`config.mk`:
```
export PLATFORM = sky130hd
export DESIGN_NAME = record_fifo_with_key_search
export DESIGN_NICKNAME = d
export VERILOG_FILES = /design/src/design/rfks_pkg.sv /design/src/design/record_fifo_with_key_search.sv /design/src/design/rfks_cell.sv
export SDC_FILE = /design/constraint.sdc
export NUM_CORES = 2
export LEC_CHECK = 0
export BUFFER_PORTS_ARGS = -buffer_cell sky130_fd_sc_hd__buf_2
export CAP_MARGIN = 20
export CORE_UTILIZATION = 55
export CTS_CLUSTER_SIZE = 16
export DETAILED_ROUTE_END_ITERATION = 16
export GPL_TIMING_DRIVEN = 1
export PLACE_DENSITY = 0.77
export SLEW_MARGIN = 20
export SYNTH_ARGS = -nofsm -noshare
export SYNTH_HDL_FRONTEND = slang
export SYNTH_HIERARCHICAL = 1
export SYNTH_SLANG_ARGS = --single-unit
```
`constraint.sdc`:
```
create_clock -name clk -period 11.83 [get_ports clk]
set_input_delay 0.5915 -clock clk [delete_from_list [all_inputs] [get_ports clk]]
set_output_delay 0.5915 -clock clk [all_outputs]
set_load 0.03 [all_outputs]
```
`src/design/rfks_pkg.sv`:
```
package rfks_pkg;

    localparam int QUEUE_DEPTH_DEF = 16;

    localparam int KEY_W = 31;
    localparam int AGE_W = 8;
    localparam int FEE_W = 32;

    localparam logic [1:0] ACT_ENQ  = 2'd0;
    localparam logic [1:0] ACT_DEQ  = 2'd1;
    localparam logic [1:0] ACT_SRCH = 2'd2;
    localparam logic [1:0] ACT_CLR  = 2'd3;

    localparam logic [1:0] ST_OK       = 2'd0;
    localparam logic [1:0] ST_EMPTY    = 2'd1;
    localparam logic [1:0] ST_FULL     = 2'd2;
    localparam logic [1:0] ST_NOTFOUND = 2'd3;

    typedef struct packed {
        logic [KEY_W-1:0] key;
        logic [AGE_W-1:0] age;
        logic [FEE_W-1:0] fee;
    } rec_t;

    typedef struct packed {
        logic shift;
        logic load;
    } cell_ctrl_t;

endpackage

```
`src/design/record_fifo_with_key_search.sv`:
```
// Channel | Handshake           | Words
// --------+---------------------+------------------------------------------------
// in      | in_valid / in_stall | action, key, age, fee_bits
// out     | out_valid/out_stall | status, rec_key, rec_age, rec_fee_bits, occupancy
//
// Enqueue, dequeue, clear and a search of an empty queue finish in the cycle
// of acceptance; a new word can follow in the next cycle unless the held result is stalled.
// A search of a non-empty queue rotates the whole cell chain once past the
// compare at cell 0, then registers the result when the turn ends.
// Reset clears count, state and the output register; the cells are not cleared.
// in_stall is high during a search and while a held result is stalled.
module record_fifo_with_key_search
    import rfks_pkg::*;
#(
    parameter int QUEUE_DEPTH = QUEUE_DEPTH_DEF,
    localparam int IDX_W = $clog2(QUEUE_DEPTH),
    localparam int CNT_W = $clog2(QUEUE_DEPTH + 1)
)
(
    input  logic             clk,
    input  logic             rst_n,
    input  logic             in_valid,
    output logic             in_stall,
    input  logic [1:0]       action,
    input  logic [KEY_W-1:0] key,
    input  logic [AGE_W-1:0] age,
    input  logic [FEE_W-1:0] fee_bits,
    output logic             out_valid,
    input  logic             out_stall,
    output logic [1:0]       status,
    output logic [KEY_W-1:0] rec_key,
    output logic [AGE_W-1:0] rec_age,
    output logic [FEE_W-1:0] rec_fee_bits,
    output logic [CNT_W-1:0] occupancy
);

    typedef enum logic {S_IDLE, S_SEARCH} state_t;

    state_t           state_reg, state_next;
    logic [CNT_W-1:0] count_reg, count_next;
    logic [IDX_W-1:0] step_reg, step_next;
    logic             hit_reg, hit_next;
    rec_t             found_reg, found_next;
    logic [KEY_W-1:0] skey_reg, skey_next;
    logic             out_valid_reg, out_valid_next;
    logic [1:0]       out_status_reg, out_status_next;
    rec_t             out_rec_reg, out_rec_next;
    logic [CNT_W-1:0] out_occ_reg, out_occ_next;

    logic       accept;
    logic       take;
    logic       full;
    logic       empty;
    logic       hit_now;
    rec_t       in_rec;
    rec_t       cells [QUEUE_DEPTH];
    cell_ctrl_t ctrl  [QUEUE_DEPTH];

    assign in_stall = (state_reg != S_IDLE) || (out_valid_reg && out_stall);
    assign accept   = in_valid && !in_stall;
    assign take     = out_valid_reg && !out_stall;
    assign full     = (count_reg >= CNT_W'(QUEUE_DEPTH));
    assign empty    = (count_reg == '0);

    assign in_rec.key = key;
    assign in_rec.age = age;
    assign in_rec.fee = fee_bits;

    // only entries inside the current count may match
    assign hit_now = !hit_reg && (CNT_W'(step_reg) < count_reg)
                     && (cells[0].key == skey_reg);

    for (genvar i = 0; i < QUEUE_DEPTH; i++)
    begin : g_cell
        localparam int NB = (i + 1) % QUEUE_DEPTH;

        always_comb
        begin
            ctrl[i].shift = (state_reg == S_SEARCH)
                            || (accept && action == ACT_DEQ && !empty);
            ctrl[i].load  = accept && action == ACT_ENQ && !full
                            && (count_reg == CNT_W'(i));
        end

        rfks_cell u_cell (
            .clk      (clk),
            .ctrl     (ctrl[i]),
            .load_rec (in_rec),
            .nb_rec   (cells[NB]),
            .rec      (cells[i])
        );
    end

    always_comb
    begin
        state_next      = state_reg;
        count_next      = count_reg;
        step_next       = step_reg;
        hit_next        = hit_reg;
        found_next      = found_reg;
        skey_next       = skey_reg;
        out_valid_next  = take ? 1'b0 : out_valid_reg;
        out_status_next = out_status_reg;
        out_rec_next    = out_rec_reg;
        out_occ_next    = out_occ_reg;

        unique case (state_reg)
            S_IDLE:
            begin
                if (accept)
                begin
                    out_valid_next  = 1'b1;
                    out_status_next = ST_OK;
                    out_rec_next    = '0;
                    unique case (action)
                        ACT_ENQ:
                        begin
                            if (full)
                                out_status_next = ST_FULL;
                            else
                                count_next = count_reg + 1'b1;
                        end
                        ACT_DEQ:
                        begin
                            if (empty)
                            begin
                                out_status_next = ST_EMPTY;
                            end
                            else
                            begin
                                out_rec_next = cells[0];
                                count_next   = count_reg - 1'b1;
                            end
                        end
                        ACT_SRCH:
                        begin
                            if (empty)
                            begin
                                out_status_next = ST_EMPTY;
                            end
                            else
                            begin
                                // hold the result back until the rotation ends
                                out_valid_next = 1'b0;
                                state_next     = S_SEARCH;
                                step_next      = '0;
                                hit_next       = 1'b0;
                                skey_next      = key;
                            end
                        end
                        ACT_CLR:
                        begin
                            count_next = '0;
                        end
                        default:
                        begin
                            count_next = count_reg;
                        end
                    endcase
                    out_occ_next = count_next;
                end
            end
            S_SEARCH:
            begin
                step_next = step_reg + 1'b1;
                if (hit_now)
                begin
                    hit_next   = 1'b1;
                    found_next = cells[0];
                end
                // a full turn brings the chain back to head order
                if (step_reg == IDX_W'(QUEUE_DEPTH - 1))
                begin
                    state_next      = S_IDLE;
                    out_valid_next  = 1'b1;
                    out_status_next = (hit_reg || hit_now) ? ST_OK : ST_NOTFOUND;
                    out_rec_next    = hit_now ? cells[0] : (hit_reg ? found_reg : '0);
                    out_occ_next    = count_reg;
                end
            end
            default:
            begin
                state_next = S_IDLE;
            end
        endcase
    end

    always_ff @(posedge clk or negedge rst_n)
    begin
        if (!rst_n)
        begin
            state_reg      <= S_IDLE;
            count_reg      <= '0;
            step_reg       <= '0;
            hit_reg        <= 1'b0;
            found_reg      <= '0;
            skey_reg       <= '0;
            out_valid_reg  <= 1'b0;
            out_status_reg <= ST_OK;
            out_rec_reg    <= '0;
            out_occ_reg    <= '0;
        end
        else
        begin
            state_reg      <= state_next;
            count_reg      <= count_next;
            step_reg       <= step_next;
            hit_reg        <= hit_next;
            found_reg      <= found_next;
            skey_reg       <= skey_next;
            out_valid_reg  <= out_valid_next;
            out_status_reg <= out_status_next;
            out_rec_reg    <= out_rec_next;
            out_occ_reg    <= out_occ_next;
        end
    end

    assign out_valid    = out_valid_reg;
    assign status       = out_status_reg;
    assign rec_key      = out_rec_reg.key;
    assign rec_age      = out_rec_reg.age;
    assign rec_fee_bits = out_rec_reg.fee;
    assign occupancy    = out_occ_reg;

    a_count_bound: assert property (@(posedge clk) disable iff (!rst_n)
        count_reg <= CNT_W'(QUEUE_DEPTH))
        else $error("record count above queue depth");

    a_search_holds_count: assert property (@(posedge clk) disable iff (!rst_n)
        (state_reg == S_SEARCH) |=> $stable(count_reg))
        else $error("count changed during a search");

    a_search_no_result: assert property (@(posedge clk) disable iff (!rst_n)
        (state_reg == S_SEARCH && step_reg != IDX_W'(QUEUE_DEPTH - 1)) |=> !out_valid_reg)
        else $error("result shown before the search finished");

    a_miss_zero: assert property (@(posedge clk) disable iff (!rst_n)
        (out_valid_reg && (out_status_reg == ST_NOTFOUND || out_status_reg == ST_EMPTY
                           || out_status_reg == ST_FULL)) |-> (out_rec_reg == '0))
        else $error("record fields not zero on a failed action");

endmodule

```
`src/design/rfks_cell.sv`:
```
module rfks_cell
    import rfks_pkg::*;
(
    input  logic       clk,
    input  cell_ctrl_t ctrl,
    input  rec_t       load_rec,
    input  rec_t       nb_rec,
    output rec_t       rec
);

    rec_t rec_reg;
    rec_t rec_next;

    always_comb
    begin
        priority if (ctrl.load)
        begin
            rec_next = load_rec;
        end
        else if (ctrl.shift)
        begin
            // take the word of the cell behind, one step toward the head
            rec_next = nb_rec;
        end
        else
        begin
            rec_next = rec_reg;
        end
    end

    always_ff @(posedge clk)
    begin
        rec_reg <= rec_next;
    end

    assign rec = rec_reg;

endmodule
```
==> impl_metrics.py <==
metrics = {
    "outcome": {
        "status": "completed",
    },
    "route": {
        "drt_first_pass_iters": 5,
        "drc": 0,
        "dr_total_vias": 30300,
        "drt-initial-drc-count": 3046,
        "routed_wirelength_mm": 144,
        "wire_per_inst_um": 28.7,
        "drtAntennaViolNets": 0,
        "drt-vias-per-instance": 6.01,
    },
    "yosys": {
        "synthXorXnorAreaFrac_pct": 0.450,
        "synth_edf_count": 1136,
        "ys_ff_latch": 1328,
        "synth_compound_area_share_pct": 2.20,
        "netlist-cell-type-count": 45,
        "ys_seq_area_share_pct": 62.4,
        "synth_top_area_cell": "edfxtp_1",
        "netlist_area_mm2": 0.0623,
        "syn_nets": 3336,
        "synthSimpleGateAreaFrac_pct": 1.24,
        "synth_warnings": 6,
        "synthArstFlopShare_pct": 14.5,
        "synthCells": 3245,
        "synthFlopType": "edfxtp_1",
        "synth_top_family_by_area": "multiplexers",
        "synth_top_area_share_pct": 54.7,
        "syn_avg_cell_area_um2": 19.2,
        "synthTopCellsByArea": "edfxtp_1 55%, mux2_4 27%, dfrtp_1 7.7%",
        "synthAdderAreaFrac_pct": 0.281,
        "synth_mux_area_share_pct": 29.0,
    },
    "critical_path": {
        "critPathArrivalTime_ns": 5.26,
        "end_kind": "flip-flop",
        "worstPathRequired_ns": 12.19,
        "cp_max_fo": 37,
        "path_class": "flip-flop to flip-flop",
        "worstSetupStartpointType": "flip-flop",
    },
    "placed_design": {
        "place_congestion": 0.856,
        "place_area_mm2": 0.0629,
        "io_buffers": 156,
        "dp_hpwl_mm": 79.8,
    },
    "timing": {
        "setup_violations": 0,
        "slew_viol_final": 0,
        "clock_skew_ns": 0.0352,
        "rsz0062_at_grt": "no",
        "finalCritPeriodShare_pct": 41.5,
        "tightest_slew_ns": 1.15,
        "fin_crit_ns": 4.90,
        "fin_tns_setup_ns": 0,
        "slew_headroom_pct": 23.1,
        "hold_viol": 0,
        "max_freq_mhz": 204,
        "whs_ns": 0.245,
    },
    "floorplanning": {
        "die_y_um": 339,
        "fp.coreArea_mm2": 0.112,
        "initial_core_util_pct": 55.4,
        "rows": 123,
        "top_level_ports": 157,
        "die_w_um": 339,
        "die_area_mm2": 0.115,
    },
    "cts": {
        "clkLatencyLatePin_ns": 0.75,
        "clk_path_buf_depth": 3,
        "cts_root_buf": "clkbuf_16",
        "cts_tree": "yes",
        "cts_setup_buffers": 0,
        "cts_buffers": 142,
        "cts_sinks": 1328,
        "cts.clk_slew.worst_paths_ns": 0.06,
        "htree_levels": 4,
    },
    "pwr": {
        "vdd.ir_drop.worst_v": 0.000179,
        "p_leak_nw": 26.1,
        "power_density_mw_per_mm2": 287,
    },
    "min_path": {
        "hold_class": "input pin to flip-flop",
    },
    "final_layout": {
        "drive_above_1_share_pct": 47.4,
        "regArea_mm2": 0.0389,
        "multi_input_area_mm2": 0.0209,
        "fin_nets": 3505,
        "fill_cells": 7922,
        "design_area_mm2": 0.0675,
        "largest_reg_flops": 1136,
        "area_delta_synth_final_pct": 8.24,
    },
    "grt": {
        "grt_pass1_wl_mm": 214,
        "grt_max_degree": 88,
        "grt_overflow": 0,
        "grtUsageTotal_pct": 25.3,
        "antenna_found_initial": 17,
        "first_global_vias": 31500,
    },
    "run": {
        "cap_viol_max_count": 0,
    },
}
## cell usage after synthesis, types with 3 or more instances
library cell	number
edfxtp_1	1136
mux2_4	1104
dfrtp_1	192
a21oi_1	154
mux2_2	127
buf_12	112
nor2_1	89
o21ai_1	62
clkbuf_1	38
xor2_1	30
nand2_1	28
o21ai_0	28
buf_2	17
buf_6	16
or2_1	16
ha_1	14
inv_1	11
mux2_1	8
nor4_1	8
nor3_1	7
nand3_1	6
and2_1	5
a21o_1	4
nand4_1	4
buf_1	3
o211ai_1	3
## area by class of cell
class,count,area share [%]
diodes,5,0.0185
clock buffers,192,5.76
clock inverters,67,0.898
inverters,12,0.0668
multi-input cells,1718,30.9
flip-flops and latches,1328,57.7
well taps,1500,2.78
repair buffers,212,1.85
## placed cells by master (no fill, tap or decap), types with 5 or more instances in the layout
| cell type | synthesis | routed |
|---|---|---|
| or2_4 | 0 | 16 |
| mux2_4 | 1104 | 1104 |
| o21ai_0 | 28 | 28 |
| o21ai_1 | 62 | 62 |
| bufinv_16 | 0 | 7 |
| diode_2 | 0 | 5 |
| nor2_4 | 0 | 12 |
| clkbuf_16 | 0 | 147 |
| buf_4 | 1 | 53 |
| ha_1 | 14 | 14 |
| mux2_1 | 8 | 8 |
| clkinv_2 | 0 | 19 |
| inv_1 | 11 | 11 |
| inv_6 | 0 | 7 |
| clkbuf_1 | 38 | 41 |
| nor2_1 | 89 | 77 |
| xor2_1 | 30 | 30 |
| nand2_1 | 28 | 27 |
| edfxtp_1 | 1136 | 1136 |
| nor4_1 | 8 | 8 |
| buf_2 | 17 | 155 |
| nand3_1 | 6 | 5 |
| clkinv_1 | 0 | 25 |
| a21oi_1 | 154 | 154 |
| dfrtp_1 | 192 | 192 |
| mux2_2 | 127 | 127 |
## path summary, 6_finish.rpt
check	start	end	slack, ns	cells after the start
max in group asynchronous	rst_n	found_reg[8]$_DFFE_PN0P_	9.98	3
setup reg to reg	state_reg$_DFF_PN0_	g_cell[2].u_cell/rec[29]$_DFFE_PP_	6.93	8
min in group asynchronous	rst_n	rec_key[12]$_DFFE_PN0P_	0.40	2
hold reg to reg	found_reg[32]$_DFFE_PN0P_	found_reg[32]$_DFFE_PN0P_	0.49	1
hold / removal	out_stall	out_valid$_DFF_PN0_	0.25	3
setup / recovery	state_reg$_DFF_PN0_	g_cell[2].u_cell/rec[29]$_DFFE_PP_	6.93	8
## repair_timing
action                    CTS  global route
hold endpoints to repair   71             0
hold buffers                1             0
resized for setup           0             0
## metrics by stage
| step | utilization (%) | instances | power [mW] | setup slack, ns |
|---|---|---|---|---|
| floorplan | - | 3245 | 13.2 | 7.82 |
| global placement | 55.9 | 4767 | 14.8 | 7.01 |
| detailed placement | 55.9 | 4767 | 15.0 | 7.04 |
| CTS | 59.9 | 5027 | 19.4 | 7.06 |
| global route | 60.0 | 5029 | 20.1 | 6.76 |
| finish | 60.0 | 5034 | 19.3 | 6.93 |
## power breakdown
group	internal, mW	leakage, nW	switching (mW)
combinational	2.87	10.1	2.55
clock	2.47	2.19	1.84
sequential	8.49	13.8	1.11
## critical path: stages (launching register included)
cell	delay [ns]
dfrtp_1	0.62
a21oi_1	0.35
nand2_1	0.45
nor2_1	0.49
nand2_1	0.31
nor3_2	0.19
buf_4	0.64
or2_4	0.68
buf_4	0.68
## metal layers
metal  wire length, µm  up-vias  share of wire, %  track usage, %
met5                71        -             0.049               0
met4              3060       12               2.1            6.84
met3             14100      218               9.8            7.21
met2             65800     1287                46            38.3
met1             61300    16000                42            35.9
li1                  -    12800                 -               -
## cells by family (layout without fill, tap and decap cells)
kind of cell             Yosys count  after routing
flip-flops                      1328           1328
XOR/XNOR                          32             32
AO/OA/AOI/OAI                    261            261
adder cells (fa/ha/maj)           14             14
AND/OR/NAND/NOR                  171            171
buffers and inverters            199            483
other                              0              5
multiplexers                    1240           1240
(Power assumes the default switching activity.)
